==> src/sv/r3d_pkg.sv <==
// ----------------------------------------------------------------------------
// r3d_pkg
// Shared types, widths and constants for the 3D point rotation block.
// ----------------------------------------------------------------------------
package r3d_pkg;

    // Data widths
    localparam int COORD_WIDTH  = 32;              // Q16.16 coordinates
    localparam int ANGLE_WIDTH  = 16;              // angle register width
    localparam int FRAC_W       = 16;              // fraction bits of Q16.16 and Q1.16
    localparam int COEF_W       = FRAC_W + 2;      // Q1.16 sine / cosine, two's complement
    localparam int PROD_W       = COEF_W + COORD_WIDTH;
    localparam int SUM_W        = PROD_W + 1;
    localparam int RND_W        = SUM_W - FRAC_W;  // rounded sum before saturation

    // Phase and CORDIC
    localparam int PHASE_W      = 16;              // 16384 is a quarter turn
    localparam int RES_W        = PHASE_W - 2;     // residue inside one quadrant
    localparam int CORDIC_STEPS = 16;
    localparam int STEP_W       = $clog2(CORDIC_STEPS);
    localparam int CORDIC_W     = 33;              // Q2.30 working values plus headroom
    localparam int ZACC_W       = RES_W + 3;       // angle accumulator
    localparam int CORDIC_SHR   = 30 - FRAC_W;     // Q2.30 down to Q1.16
    localparam logic signed [CORDIC_W-1:0] CORDIC_GAIN = 33'sd652032874;

    localparam logic signed [COEF_W-1:0] COEF_ONE  = COEF_W'(1 << FRAC_W);
    localparam logic signed [COEF_W-1:0] COEF_ZERO = '0;

    // Configuration register indexes
    localparam int CFG_IDX_W  = 1;
    localparam int CFG_DATA_W = ANGLE_WIDTH;
    localparam logic [CFG_IDX_W-1:0] REG_ANGLE = 1'd0;
    localparam logic [CFG_IDX_W-1:0] REG_AXIS  = 1'd1;

    // Axis codes
    localparam logic [1:0] AXIS_X = 2'd0;
    localparam logic [1:0] AXIS_Y = 2'd1;
    localparam logic [1:0] AXIS_Z = 2'd2;

    // Quadrant codes
    localparam logic [1:0] QUAD_0 = 2'd0;
    localparam logic [1:0] QUAD_1 = 2'd1;
    localparam logic [1:0] QUAD_2 = 2'd2;

    typedef struct packed {
        logic signed [COORD_WIDTH-1:0] x_in;
        logic signed [COORD_WIDTH-1:0] y_in;
        logic signed [COORD_WIDTH-1:0] z_in;
        logic                          last_vertex;
    } vtx_word_t;

    typedef struct packed {
        logic signed [COORD_WIDTH-1:0] x_out;
        logic signed [COORD_WIDTH-1:0] y_out;
        logic signed [COORD_WIDTH-1:0] z_out;
        logic                          last_out;
    } res_word_t;

    // Trig unit status toward the datapath
    typedef struct packed {
        logic                     busy;
        logic signed [COEF_W-1:0] cos_v;
        logic signed [COEF_W-1:0] sin_v;
    } trig_t;

    // Per-stage load strobes for the multiply / round / saturate lanes
    typedef struct packed {
        logic ld2;
        logic ld3;
        logic ld4;
    } stage_ld_t;

    // atan(2^-i) in units of a quarter turn / 16384
    function automatic logic [RES_W-1:0] atan_lut(input logic [STEP_W-1:0] i);
        logic [RES_W-1:0] v;
        case (i)
            4'd0:    v = RES_W'(8192);
            4'd1:    v = RES_W'(4836);
            4'd2:    v = RES_W'(2555);
            4'd3:    v = RES_W'(1297);
            4'd4:    v = RES_W'(651);
            4'd5:    v = RES_W'(326);
            4'd6:    v = RES_W'(163);
            4'd7:    v = RES_W'(81);
            4'd8:    v = RES_W'(41);
            4'd9:    v = RES_W'(20);
            4'd10:   v = RES_W'(10);
            4'd11:   v = RES_W'(5);
            4'd12:   v = RES_W'(3);
            4'd13:   v = RES_W'(1);
            4'd14:   v = RES_W'(1);
            default: v = '0;
        endcase
        return v;
    endfunction

endpackage

==> src/sv/r3d_lane.sv <==
// ----------------------------------------------------------------------------
// r3d_lane
// One output coordinate: two products, sum with rounding, saturation.
// ----------------------------------------------------------------------------
module r3d_lane
    import r3d_pkg::*;
(
    input  logic                          clk,
    input  stage_ld_t                     ld,
    input  logic signed [COEF_W-1:0]      coef_a,
    input  logic signed [COORD_WIDTH-1:0] opnd_a,
    input  logic signed [COEF_W-1:0]      coef_b,
    input  logic signed [COORD_WIDTH-1:0] opnd_b,
    output logic signed [COORD_WIDTH-1:0] result
);

    localparam logic signed [COORD_WIDTH-1:0] POS_MAX = {1'b0, {(COORD_WIDTH-1){1'b1}}};
    localparam logic signed [COORD_WIDTH-1:0] NEG_MIN = {1'b1, {(COORD_WIDTH-1){1'b0}}};

    logic signed [PROD_W-1:0]      pa_reg, pb_reg;
    logic signed [SUM_W-1:0]       sum;
    logic signed [RND_W-1:0]       rnd_reg;
    logic signed [COORD_WIDTH-1:0] sat_next;
    logic signed [COORD_WIDTH-1:0] res_reg;

    // stage 2: products
    always_ff @(posedge clk)
    begin
        if (ld.ld2)
        begin
            pa_reg <= PROD_W'(coef_a) * PROD_W'(opnd_a);
            pb_reg <= PROD_W'(coef_b) * PROD_W'(opnd_b);
        end
    end

    // stage 3: exact sum, round half up, drop fraction
    assign sum = SUM_W'(pa_reg) + SUM_W'(pb_reg) + SUM_W'(1 << (FRAC_W - 1));

    always_ff @(posedge clk)
    begin
        if (ld.ld3)
        begin
            rnd_reg <= sum[SUM_W-1:FRAC_W];
        end
    end

    // stage 4: saturate when the upper bits disagree with the sign
    always_comb
    begin
        if (rnd_reg[RND_W-1:COORD_WIDTH-1] == '0 || rnd_reg[RND_W-1:COORD_WIDTH-1] == '1)
        begin
            sat_next = rnd_reg[COORD_WIDTH-1:0];
        end
        else if (rnd_reg[RND_W-1])
        begin
            sat_next = NEG_MIN;
        end
        else
        begin
            sat_next = POS_MAX;
        end
    end

    always_ff @(posedge clk)
    begin
        if (ld.ld4)
        begin
            res_reg <= sat_next;
        end
    end

    assign result = res_reg;

endmodule

==> config.mk <==
export PLATFORM = sky130hd
export DESIGN_NAME = r3d_lane
export DESIGN_NICKNAME = d
export VERILOG_FILES = /design/src/sv/r3d_pkg.sv /design/src/sv/r3d_lane.sv
export SDC_FILE = /design/constraint.sdc
export NUM_CORES = 2
export LEC_CHECK = 0
export ABC_AREA = 0
export BUFFER_PORTS_ARGS = -buffer_cell sky130_fd_sc_hd__buf_4
export CAP_MARGIN = 20
export CORE_MARGIN = 3
export CORE_UTILIZATION = 46
export CTS_CLUSTER_SIZE = 16
export DETAILED_ROUTE_END_ITERATION = 10
export PLACE_DENSITY = 0.65
export SYNTH_ARGS = -nofsm -noshare
export SYNTH_HDL_FRONTEND = slang
export SYNTH_SLANG_ARGS = --single-unit
==> constraint.sdc <==
create_clock -name clk -period 8.81 [get_ports clk]
set_input_delay 1.762 -clock clk [delete_from_list [all_inputs] [get_ports clk]]
set_output_delay 1.762 -clock clk [all_outputs]
set_load 0.005 [all_outputs]
==> results.py <==
metrics = {
    "status": {
        "status": "finished clean",
    },
    "worst_setup_path": {
        "start_kind": "input pin",
        "required_ns": 8.99,
        "critPathKind": "input pin to flop",
        "crit_path_end_kind": "flop",
        "arrival_ns": 8.20,
        "ff2ff_setup_slack_ns": 4.86,
        "r2r_cells": 12,
        "r2r-start": "pa_reg[12]$_DFFE_PP_",
        "reg2reg_to": "rnd_reg[27]$_DFFE_PP_",
        "path_max_fanout": 32,
    },
    "global_routing": {
        "grt_pass1_vias": 35800,
        "grt_pass1_wl_microns": 183000,
        "antenna_found_initial": 3,
        "overflow": 0,
        "grt_max_degree": 53,
        "track_usage_pct": 21.5,
    },
    "synthesis": {
        "ys_ff_latch": 167,
        "syn-cell-area_sq_um": 47500,
        "synth_top_flop_cell": "edfxtp_1",
        "synthArstFlopShare_pct": 0,
        "yosys.cell_types.count": 71,
        "synth_edf_count": 167,
        "syn_nets": 6612,
        "syn_inst": 5063,
        "avgSynthCellArea_sq_um": 9.39,
        "ys_seq_area_share_pct": 10.5,
        "ys.warnings.count": 0,
    },
    "clock_tree": {
        "clkSinkCount": 167,
        "cts_root_buf": "clkbuf_16",
        "cts_tree": "built",
        "h-tree-depth": 4,
        "numCtsBuffers": 17,
        "postCtsResizedCells": 0,
        "hold_buffers": 0,
        "clkSlewWorstSetupHoldPaths_ns": 0.06,
        "clock_path_buffers": 2,
        "post-cts-setup-buffers": 0,
        "clkLatencyLatePin_ns": 0.44,
    },
    "timing": {
        "fin_tns_setup_ns": 0,
        "drv_slew": 0,
        "maxSlewHeadroom_pct": 52.0,
        "period_minus_slack_ns": 8.02,
        "rsz0062_at_grt": "no",
        "fmax_mhz": 125,
        "fin_skew_ns": 0.0116,
        "setup_viol": 0,
        "tightest_slew_ns": 0.714,
        "finalHoldViolCount": 0,
        "fin_crit_sh_pct": 91.0,
    },
    "floorplanning": {
        "die_x_microns": 328,
        "core_area_sq_um": 102000,
        "fp.dieH_microns": 328,
        "start_util_pct": 46.5,
        "num_rows": 117,
        "ioPinCount": 136,
        "die_area_sq_um": 107000,
    },
    "routing": {
        "drtIter0Drc": 1697,
        "wl_microns": 109000,
        "routedWlPerCell_microns": 17.1,
        "drt_first_pass_iters": 5,
        "drc": 0,
        "vias": 32800,
        "antenna_left": 0,
        "vias_per_cell": 5.15,
    },
    "flow_run": {
        "drv_cap": 0,
    },
    "hold_path": {
        "min-delay-start": "rnd_reg[34]$_DFFE_PP_",
        "worstHoldPathType": "flop to flop",
        "whs_path_depth": 0,
        "holdPathEnd": "result[31]$_DFFE_PP_",
    },
    "finish": {
        "areaGrowthSynthToFinish_pct": 5.36,
        "layout_commonest_cell": "inv_1",
        "drive_above_1_share_pct": 4.01,
        "nets": 6548,
        "most-common-layout-cells": "inv_1 (1,252), fa_1 (1,106), nand2_1 (733)",
    },
    "placed_design": {
        "portBuffers": 135,
        "dp_hpwl_microns": 90100,
        "gp_congestion": 0.859,
    },
}
[how the worst max path moves through the flow]
stage                    start              endpoint  slack [ns]  cells past startpoint
finish               coef_a[3]  pa_reg[49]$_DFFE_PP_        0.79                     22
global route         coef_a[3]  pa_reg[49]$_DFFE_PP_        0.31                     22
floorplan           opnd_a[16]  pa_reg[46]$_DFFE_PP_        0.76                     25
detailed placement   coef_a[3]  pa_reg[49]$_DFFE_PP_        0.36                     22
CTS                  coef_a[3]  pa_reg[49]$_DFFE_PP_        0.84                     22
global placement    coef_a[10]  pa_reg[49]$_DFFE_PP_        0.49                     24
[synth_stat cells (all sizes together), types with 5 or more instances]
master / instances / area [sq um]
nor2: 119 / 447
xor2: 35 / 307
o21a: 16 / 120
o21bai: 13 / 101
a21oi: 115 / 583
nand4: 18 / 113
a211o: 7 / 61.3
o211ai: 9 / 77.6
nor2b: 14 / 87.6
nor3: 10 / 50.1
a31oi: 13 / 81.3
nand2b: 20 / 125
inv: 1253 / 4700
a211oi: 10 / 75.1
edfxtp: 167 / 5010
and3: 12 / 75.1
a31o: 5 / 43.8
nand2: 733 / 2750
or2: 6 / 37.5
o21ai: 98 / 498
clkbuf: 228 / 856
ha: 339 / 4240
or3: 7 / 43.8
fa: 1106 / 22100
and2: 449 / 2810
o31a: 5 / 43.8
a21o: 62 / 465
nand3: 29 / 145
and4: 6 / 52.6
xnor2: 96 / 841
[cell type report]
class | count | area, sq um
Fill cell | 9725 | 52100
Clock buffer | 18 | 429
Tap cell | 1368 | 1710
Multi-Input combinational cell | 3412 | 37000
Timing Repair Buffer | 148 | 1130
Inverter | 1253 | 4700
Sequential cell | 167 | 5010
Clock inverter | 14 | 134
Antenna cell | 1 | 2.50
[worst max-delay path, stage by stage]
cell and delay [ns]:
buf_4 0.35, nand2_1 0.15, fa_1 0.53, fa_1 0.52
fa_1 0.52, inv_1 0.05, fa_1 0.49, fa_1 0.49
inv_1 0.05, fa_1 0.51, inv_1 0.05, ha_1 0.39
and4_1 0.28, nand4_1 0.14, a2111oi_2 0.41, o21ai_2 0.12
o21bai_2 0.32, o31a_1 0.31, a211o_1 0.19, nand2_1 0.08
o31a_1 0.31, xnor2_1 0.13
[kinds of logic after synthesis]
kind of cell | share of synthesized area [%]
AO/OA/AOI/OAI | 5.39
flip-flops | 10.5
AND/OR/NAND/NOR | 14.5
buffers and inverters | 11.7
adder cells (fa/ha/maj) | 55.5
XOR/XNOR | 2.41
[through the flow]
step | instance area (sq um) | std cells | worst slack, ns | hold WS (ns) | util, %
global route | 50100 | 6380 | 0.305 | 0.560 | 49.0
global placement | 49500 | 6347 | 0.490 | 0.529 | 48.4
CTS | 50100 | 6379 | 0.835 | 0.544 | 49.0
detailed placement | 49500 | 6347 | 0.365 | 0.527 | 48.4
finish | 50100 | 6381 | 0.794 | 0.547 | 49.0
floorplan | 47500 | 5063 | 0.758 | 0.518 | -
[metal layers]
metal / track usage, % / wire, microns / vias to the layer above
li1: - / - / 14800
met1: 27.4 / 44100 / 17100
met2: 37.9 / 56100 / 761
met3: 2.33 / 4540 / 212
met4: 7.45 / 4320 / 0
met5: 0 / 0 / -
Power is left out: the tool's default activity adds up to more than one toggle a clock period on the data nets, which glitch-free logic cannot reach.
