$ cat config.mk
export PLATFORM = sky130hd
export DESIGN_NAME = r3d_cordic
export DESIGN_NICKNAME = d
export VERILOG_FILES = /design/src/sv/r3d_pkg.sv /design/src/sv/r3d_cordic.sv
export SDC_FILE = /design/constraint.sdc
export NUM_CORES = 1
export LEC_CHECK = 0
export BUFFER_PORTS_ARGS = -buffer_cell sky130_fd_sc_hd__buf_4
export CORE_MARGIN = 1
export CORE_UTILIZATION = 30
export DETAILED_ROUTE_END_ITERATION = 8
export PLACE_DENSITY_LB_ADDON = 0.2
export SETUP_SLACK_MARGIN = 0.5
export SYNTH_ARGS = -nofsm -noshare
export SYNTH_HDL_FRONTEND = slang
export SYNTH_SLANG_ARGS = --single-unit
export TNS_END_PERCENT = 10
$ cat constraint.sdc
create_clock -name clk -period 15.2 [get_ports clk]
set_input_delay 3.8 -clock clk [delete_from_list [all_inputs] [get_ports clk]]
set_output_delay 3.8 -clock clk [all_outputs]
set_load 0.01 [all_outputs]
$ cat src/sv/r3d_pkg.sv
// ----------------------------------------------------------------------------
// r3d_pkg
// Shared types, widths and constants for the 3D point rotation block.
// ----------------------------------------------------------------------------
package r3d_pkg;

    // Data widths
    localparam int COORD_WIDTH  = 32;              // Q16.16 coordinates
    localparam int ANGLE_WIDTH  = 16;              // angle register width
    localparam int FRAC_W       = 16;              // fraction bits of Q16.16 and Q1.16
    localparam int COEF_W       = FRAC_W + 2;      // Q1.16 sine / cosine, two's complement
    localparam int PROD_W       = COEF_W + COORD_WIDTH;
    localparam int SUM_W        = PROD_W + 1;
    localparam int RND_W        = SUM_W - FRAC_W;  // rounded sum before saturation

    // Phase and CORDIC
    localparam int PHASE_W      = 16;              // 16384 is a quarter turn
    localparam int RES_W        = PHASE_W - 2;     // residue inside one quadrant
    localparam int CORDIC_STEPS = 16;
    localparam int STEP_W       = $clog2(CORDIC_STEPS);
    localparam int CORDIC_W     = 33;              // Q2.30 working values plus headroom
    localparam int ZACC_W       = RES_W + 3;       // angle accumulator
    localparam int CORDIC_SHR   = 30 - FRAC_W;     // Q2.30 down to Q1.16
    localparam logic signed [CORDIC_W-1:0] CORDIC_GAIN = 33'sd652032874;

    localparam logic signed [COEF_W-1:0] COEF_ONE  = COEF_W'(1 << FRAC_W);
    localparam logic signed [COEF_W-1:0] COEF_ZERO = '0;

    // Configuration register indexes
    localparam int CFG_IDX_W  = 1;
    localparam int CFG_DATA_W = ANGLE_WIDTH;
    localparam logic [CFG_IDX_W-1:0] REG_ANGLE = 1'd0;
    localparam logic [CFG_IDX_W-1:0] REG_AXIS  = 1'd1;

    // Axis codes
    localparam logic [1:0] AXIS_X = 2'd0;
    localparam logic [1:0] AXIS_Y = 2'd1;
    localparam logic [1:0] AXIS_Z = 2'd2;

    // Quadrant codes
    localparam logic [1:0] QUAD_0 = 2'd0;
    localparam logic [1:0] QUAD_1 = 2'd1;
    localparam logic [1:0] QUAD_2 = 2'd2;

    typedef struct packed {
        logic signed [COORD_WIDTH-1:0] x_in;
        logic signed [COORD_WIDTH-1:0] y_in;
        logic signed [COORD_WIDTH-1:0] z_in;
        logic                          last_vertex;
    } vtx_word_t;

    typedef struct packed {
        logic signed [COORD_WIDTH-1:0] x_out;
        logic signed [COORD_WIDTH-1:0] y_out;
        logic signed [COORD_WIDTH-1:0] z_out;
        logic                          last_out;
    } res_word_t;

    // Trig unit status toward the datapath
    typedef struct packed {
        logic                     busy;
        logic signed [COEF_W-1:0] cos_v;
        logic signed [COEF_W-1:0] sin_v;
    } trig_t;

    // Per-stage load strobes for the multiply / round / saturate lanes
    typedef struct packed {
        logic ld2;
        logic ld3;
        logic ld4;
    } stage_ld_t;

    // atan(2^-i) in units of a quarter turn / 16384
    function automatic logic [RES_W-1:0] atan_lut(input logic [STEP_W-1:0] i);
        logic [RES_W-1:0] v;
        case (i)
            4'd0:    v = RES_W'(8192);
            4'd1:    v = RES_W'(4836);
            4'd2:    v = RES_W'(2555);
            4'd3:    v = RES_W'(1297);
            4'd4:    v = RES_W'(651);
            4'd5:    v = RES_W'(326);
            4'd6:    v = RES_W'(163);
            4'd7:    v = RES_W'(81);
            4'd8:    v = RES_W'(41);
            4'd9:    v = RES_W'(20);
            4'd10:   v = RES_W'(10);
            4'd11:   v = RES_W'(5);
            4'd12:   v = RES_W'(3);
            4'd13:   v = RES_W'(1);
            4'd14:   v = RES_W'(1);
            default: v = '0;
        endcase
        return v;
    endfunction

endpackage

$ cat src/sv/r3d_cordic.sv
// ----------------------------------------------------------------------------
// r3d_cordic
// Iterative rotation-mode CORDIC: one micro-rotation per cycle, then
// rounding, clamping and quadrant fold into the held sine / cosine.
// ----------------------------------------------------------------------------
module r3d_cordic
    import r3d_pkg::*;
(
    input  logic                   clk,
    input  logic                   rst_n,
    input  logic                   start,
    input  logic [ANGLE_WIDTH-1:0] angle,
    output trig_t                  trig
);

    logic [ANGLE_WIDTH+PHASE_W-1:0] ang_ext;
    logic [PHASE_W-1:0]             phase;

    logic                           busy_reg, busy_next;
    logic                           fin_reg, fin_next;
    logic [STEP_W-1:0]              step_reg, step_next;
    logic signed [COEF_W-1:0]       cos_reg, cos_next;
    logic signed [COEF_W-1:0]       sin_reg, sin_next;

    logic signed [CORDIC_W-1:0]     x_reg, x_next;
    logic signed [CORDIC_W-1:0]     y_reg, y_next;
    logic signed [ZACC_W-1:0]       z_reg, z_next;
    logic [1:0]                     quad_reg;
    logic                           rzero_reg;

    logic signed [CORDIC_W-1:0]     dx, dy;
    logic signed [ZACC_W-1:0]       dz;
    logic signed [COEF_W-1:0]       c_q, s_q;

    function automatic logic signed [COEF_W-1:0] to_q16(input logic signed [CORDIC_W-1:0] v);
        logic signed [CORDIC_W-1:0]          t;
        logic signed [CORDIC_W-CORDIC_SHR-1:0] q;
        t = v + CORDIC_W'(1 << (CORDIC_SHR - 1));
        q = t[CORDIC_W-1:CORDIC_SHR];
        if (q > (CORDIC_W-CORDIC_SHR)'(COEF_ONE))
        begin
            return COEF_ONE;
        end
        if (q < -((CORDIC_W-CORDIC_SHR)'(COEF_ONE)))
        begin
            return -COEF_ONE;
        end
        return q[COEF_W-1:0];
    endfunction

    // Bring the angle to a 16-bit phase: top bits kept, zeros fill below
    assign ang_ext = {angle, PHASE_W'(0)};
    assign phase   = ang_ext[ANGLE_WIDTH+PHASE_W-1 -: PHASE_W];

    assign dx = y_reg >>> step_reg;
    assign dy = x_reg >>> step_reg;
    assign dz = ZACC_W'(atan_lut(step_reg));

    always_comb
    begin
        if (z_reg >= 0)
        begin
            x_next = x_reg - dx;
            y_next = y_reg + dy;
            z_next = z_reg - dz;
        end
        else
        begin
            x_next = x_reg + dx;
            y_next = y_reg - dy;
            z_next = z_reg + dz;
        end
    end

    always_comb
    begin
        if (rzero_reg)
        begin
            c_q = COEF_ONE;
            s_q = COEF_ZERO;
        end
        else
        begin
            c_q = to_q16(x_reg);
            s_q = to_q16(y_reg);
        end
    end

    always_comb
    begin
        busy_next = busy_reg;
        fin_next  = fin_reg;
        step_next = step_reg;
        cos_next  = cos_reg;
        sin_next  = sin_reg;
        if (start)
        begin
            busy_next = 1'b1;
            fin_next  = 1'b0;
            step_next = '0;
        end
        else if (fin_reg)
        begin
            busy_next = 1'b0;
            fin_next  = 1'b0;
            case (quad_reg)
                QUAD_0:
                begin
                    cos_next = c_q;
                    sin_next = s_q;
                end
                QUAD_1:
                begin
                    cos_next = -s_q;
                    sin_next = c_q;
                end
                QUAD_2:
                begin
                    cos_next = -c_q;
                    sin_next = -s_q;
                end
                default:
                begin
                    cos_next = s_q;
                    sin_next = -c_q;
                end
            endcase
        end
        else if (busy_reg)
        begin
            if (step_reg == STEP_W'(CORDIC_STEPS - 1))
            begin
                fin_next = 1'b1;
            end
            else
            begin
                step_next = step_reg + STEP_W'(1);
            end
        end
    end

    always_ff @(posedge clk or negedge rst_n)
    begin
        if (!rst_n)
        begin
            busy_reg <= 1'b0;
            fin_reg  <= 1'b0;
            step_reg <= '0;
            cos_reg  <= COEF_ONE;
            sin_reg  <= COEF_ZERO;
        end
        else
        begin
            busy_reg <= busy_next;
            fin_reg  <= fin_next;
            step_reg <= step_next;
            cos_reg  <= cos_next;
            sin_reg  <= sin_next;
        end
    end

    always_ff @(posedge clk)
    begin
        if (start)
        begin
            x_reg     <= CORDIC_GAIN;
            y_reg     <= '0;
            z_reg     <= ZACC_W'(phase[RES_W-1:0]);
            quad_reg  <= phase[PHASE_W-1 -: 2];
            rzero_reg <= (phase[RES_W-1:0] == '0);
        end
        else if (busy_reg && !fin_reg)
        begin
            x_reg <= x_next;
            y_reg <= y_next;
            z_reg <= z_next;
        end
    end

    assign trig.busy  = busy_reg;
    assign trig.cos_v = cos_reg;
    assign trig.sin_v = sin_reg;

endmodule

==> summary.txt <==
Detailed routing
  – Via total after detailed routing: 17460
  – Final routed DRC violation total: 0
  – First DRT Iteration DRCs: about 1300
  – Detailed-route wire length per cell: roughly 21 um
  – Remaining antenna violation count: 0
  – Number of vias per cell after detailed routing: 5.928
  – Post-detailed-routing wire length: 63.15 mm
  – Number of detailed-route iterations in the first pass: 6

CTS
  – TritonCTS clock tree: built
  – Total number of H-tree levels: 4
  – Bufs on Longest Clock Path: 2
  – Total clock buffers created by CTS: 17
  – Cell at the root of the clock tree: sky130_fd_sc_hd__clkbuf_16
  – Clock transition at the registers of the reported paths: approximately 0.070 ns
  – Setup fix buffers added after clock tree synthesis: 0
  – Post-cts gate resize count: 0
  – Number of sinks driven by the clock tree: 128
  – Later-pin clock latency in the skew report: ~0.5 ns
  – Hold-fix buffer count after cts: 0

Timing
  – Count of endpoints failing setup in the final report: 0
  – Post-route clock period utilization: 47.36%
  – Setup repair after global routing missed its margin: false
  – Count of endpoints failing hold in the final timing report: 0
  – Final count of pins violating max slew: 0
  – Final-layout setup total negative slack: 0 ns
  – Peak clock frequency supported by timing: 138.9 MHz
  – Worst slew margin relative to its limit: 26.49%
  – Fin crit period: between 7 and 8 ns
  – Slew @ Worst Pin: 1.089 ns
  – Final Skew: 0.02119 ns

Floorplan
  – Die Height: around 240 um
  – Core Rows: 88
  – Initial core utilization: 30.50%
  – Die Span X: 244.7 um
  – Die Footprint: ~0.06 mm^2
  – Core box area: 0.05792 mm^2
  – I/O pin cnt: 56

Power and ir drop
  – Power dissipated by switching net loads: between 0.002 and 0.003 W
  – Switching part of the total power: 51.93%
  – Part of the total power dissipated in combinational logic: ~77%
  – Pwr Density: around 260 mW/mm^2
  – Leakage power summed over all cells: 7.410 nW
  – Maximum vdd drop: 0.1077 mV
  – Internal power: 0.002373 W
  – Clock network fraction of total power: 8.5%
  – Sequential group share of total power: approximately 14%

Finish
  – Final standard cell area without fillers: ~0.019 mm^2
  – Area growth from synthesis to layout: 8.265%
  – Area of combinational cells with multiple inputs: 0.01377 mm^2
  – Storage element area: just under 0.003 mm^2
  – Number of diodes added for antenna fixing: 0
  – Final core utilization: 33.02%
  – Number of nets in the layout: 2285
  – Layout cell share with drive strength beyond 1: between 10% and 20%
  – Number of filler cells placed in the layout: between 6000 and 7000

Global route
  – Antenna violations before repair: 0
  – Vias in the first global route: 16650
  – Pin count of the biggest net entering global routing: 76
  – GRT Resource Usage Total: 20.93%
  – Wire length of the first global-routing pass: 97.82 mm
  – Sum of overflow across all layers after global routing: 0

Critical path
  – Worst Setup Start Kind: flop
  – Kind of critical path: reg2reg
  – Maximum fanout along the worst path: 63
  – Worst EP required: roughly 16 ns
  – End of the worst register-to-register path: x_reg[32]$_SDFFE_PP0P_
  – Path depth of the worst reg2reg path: 19
  – Worst setup EP type: flop
  – Critical path arrival: 7.62 ns
  – Source of the worst register-to-register timing path: step_reg[2]$_DFFE_PN0P_
  – Reg2reg setup slack: 8.00 ns

Synthesis
  – Syn Nets: 2346
  – Seq/Total Area, Yosys: 16.67%
  – Predominant post-synthesis flop cell: sky130_fd_sc_hd__dfxtp_1
  – Number of storage elements in the synthesis netlist: 128
  – Ys Warns: 0
  – Area share of the largest cell type after synthesis: 9.562%
  – Top cell type by total area after synthesis: sky130_fd_sc_hd__mux4_2
  – Number of flops mapped to enable cells by yosys: 17
  – Biggest area contributors in the synthesized netlist: sky130_fd_sc_hd__mux4_2, sky130_fd_sc_hd__dfxtp_1, sky130_fd_sc_hd__ha_1
  – Async S/R FF share, synth: 32.81%
  – Count of unique library cells instantiated by Yosys: 95
  – Synth Area per Inst: ~8 um^2
  – Combined area of all synthesized cells: approximately 0.018 mm^2
  – Most repeated cell in the gate-level netlist after synthesis: sky130_fd_sc_hd__nand2_1
  – Cell count after synthesis: 2229
  – Post-synth top cells: sky130_fd_sc_hd__nand2_1, sky130_fd_sc_hd__nor2_1, sky130_fd_sc_hd__a21oi_1, sky130_fd_sc_hd__o21ai_0, sky130_fd_sc_hd__clkbuf_1

Place
  – # port buffers: 55
  – Post-DP HPWL: 46.11 mm
  – Placed cell areas: 0.01856 mm^2
  – GPL Wtd Cong: 0.9040

Min path
  – End point of the worst hold path: z_reg[14]$_SDFFE_PP0P_
  – Hold Crit Start: z_reg[14]$_SDFFE_PP0P_
  – Classification of the worst-slack hold path: reg2reg
  – Number of stages on the worst hold path: 2

Status
  – Outcome: finished, final reports clean

Flow run
  – Max-cap violations: 0
area by class of cell:
| type | instances | area share [%] |
|---|---|---|
| clock buffer | 21 | 2.355 |
| clock inverter | 11 | 0.6084 |
| inverter | 49 | 0.9617 |
| multi-input combinational | 1880 | 72.01 |
| sequential | 128 | 15.45 |
| tap | 765 | 5.005 |
| timing repair buffer | 92 | 3.611 |
cell usage in the layout (no fill, tap or decap), types with 18 or more instances in the layout:
| cell type | count |
|---|---|
| sky130_fd_sc_hd__nand2_1 | 256 |
| sky130_fd_sc_hd__nor2_1 | 183 |
| sky130_fd_sc_hd__a21oi_1 | 161 |
| sky130_fd_sc_hd__o21ai_0 | 132 |
| sky130_fd_sc_hd__xnor2_1 | 111 |
| sky130_fd_sc_hd__ha_1 | 95 |
| sky130_fd_sc_hd__buf_4 | 92 |
| sky130_fd_sc_hd__mux4_2 | 75 |
| sky130_fd_sc_hd__xor2_1 | 73 |
| sky130_fd_sc_hd__dfxtp_1 | 68 |
| sky130_fd_sc_hd__nand3_1 | 60 |
| sky130_fd_sc_hd__nor3_1 | 57 |
| sky130_fd_sc_hd__inv_1 | 46 |
| sky130_fd_sc_hd__mux2i_1 | 44 |
| sky130_fd_sc_hd__a21o_1 | 43 |
| sky130_fd_sc_hd__dfrtp_1 | 37 |
| sky130_fd_sc_hd__a211oi_1 | 34 |
| sky130_fd_sc_hd__o22ai_1 | 29 |
| sky130_fd_sc_hd__a31oi_1 | 28 |
| sky130_fd_sc_hd__nand2b_1 | 28 |
| sky130_fd_sc_hd__and3_1 | 27 |
| sky130_fd_sc_hd__o31ai_1 | 26 |
| sky130_fd_sc_hd__and2_1 | 22 |
| sky130_fd_sc_hd__or3_1 | 18 |
| sky130_fd_sc_hd__a211o_1 | 18 |
critical path, cell delays in order (launching register included):
cell	delay (ns)
sky130_fd_sc_hd__dfrtp_4	0.74
sky130_fd_sc_hd__buf_4	0.70
sky130_fd_sc_hd__mux4_2	0.62
sky130_fd_sc_hd__mux2_1	0.34
sky130_fd_sc_hd__a222oi_1	0.57
sky130_fd_sc_hd__nand4b_1	0.28
sky130_fd_sc_hd__nand4b_1	0.34
sky130_fd_sc_hd__or2_2	0.41
sky130_fd_sc_hd__o21ai_0	0.22
sky130_fd_sc_hd__xor2_1	0.18
sky130_fd_sc_hd__ha_1	0.32
sky130_fd_sc_hd__a21o_1	0.21
sky130_fd_sc_hd__or2_2	0.27
sky130_fd_sc_hd__a2111oi_0	0.65
sky130_fd_sc_hd__o31ai_1	0.29
sky130_fd_sc_hd__a221oi_1	0.33
sky130_fd_sc_hd__a21oi_1	0.13
sky130_fd_sc_hd__xor2_1	0.19
sky130_fd_sc_hd__a21o_1	0.20
sky130_fd_sc_hd__a21oi_1	0.10
kinds of logic after synthesis:
kind of cell	synth area share, %
AND/OR/NAND/NOR	21.06
AO/OA/AOI/OAI	25.18
buffers and inverters	5.489
XOR/XNOR	9.122
multiplexers	15.41
flip-flops	16.67
adder cells (fa/ha/maj)	7.069
layer usage:
layer	global-route usage, %	routed length (um)	part of all wire [%]	vias to the layer above
li1	-	-	-	8257
met1	26.47	27830	44	8498
met2	35.40	29910	47	614
met3	3.849	3693	5.8	94
met4	7.408	1723	2.7	0
met5	0	0	0	-
power by group through the flow:
stage / logic, W / registers [W] / clock network [W]
global route: 0.00426 / 0.000710 / 0.000444
global placement: 0.00376 / 0.000692 / 0
floorplan: 0.00305 / 0.000561 / 0
detailed placement: 0.00378 / 0.000696 / 0
finish: 0.00382 / 0.000696 / 0.000419
CTS: 0.00381 / 0.000689 / 0.000437
how the worst max path moves through the flow:
stage / from / end / slack, ns / cells past startpoint
6_report: step_reg[2]$_DFFE_PN0P_ / x_reg[32]$_SDFFE_PP0P_ / 8.00 / 19
3_3_place_gp: step_reg[2]$_DFFE_PN0P_ / x_reg[30]$_SDFFE_PP0P_ / 8.19 / 20
3_5_place_dp: step_reg[0]$_DFFE_PN0P_ / x_reg[32]$_SDFFE_PP0P_ / 8.04 / 18
5_1_grt: step_reg[0]$_DFFE_PN0P_ / x_reg[32]$_SDFFE_PP0P_ / 7.46 / 18
2_1_floorplan: step_reg[3]$_DFFE_PN0P_ / y_reg[32]$_SDFFE_PP0P_ / 9.00 / 24
4_1_cts: step_reg[0]$_DFFE_PN0P_ / x_reg[32]$_SDFFE_PP0P_ / 8.00 / 18
metrics by stage:
stage / instances / worst slack (ns) / hold slack (ns) / total power, W
final: 2946 / 8.002 / 0.4596 / 0.004938
after global routing: 2946 / 7.464 / 0.4839 / 0.005414
after CTS: 2946 / 8.001 / 0.4685 / 0.004938
after detailed placement: 2914 / 8.043 / 0.4578 / 0.004478
after global placement: 2914 / 8.195 / 0.4530 / 0.004453
after floorplan: 2229 / 9.002 / 0.4362 / 0.003609
Note: power is estimated with default switching activity, not from simulation.
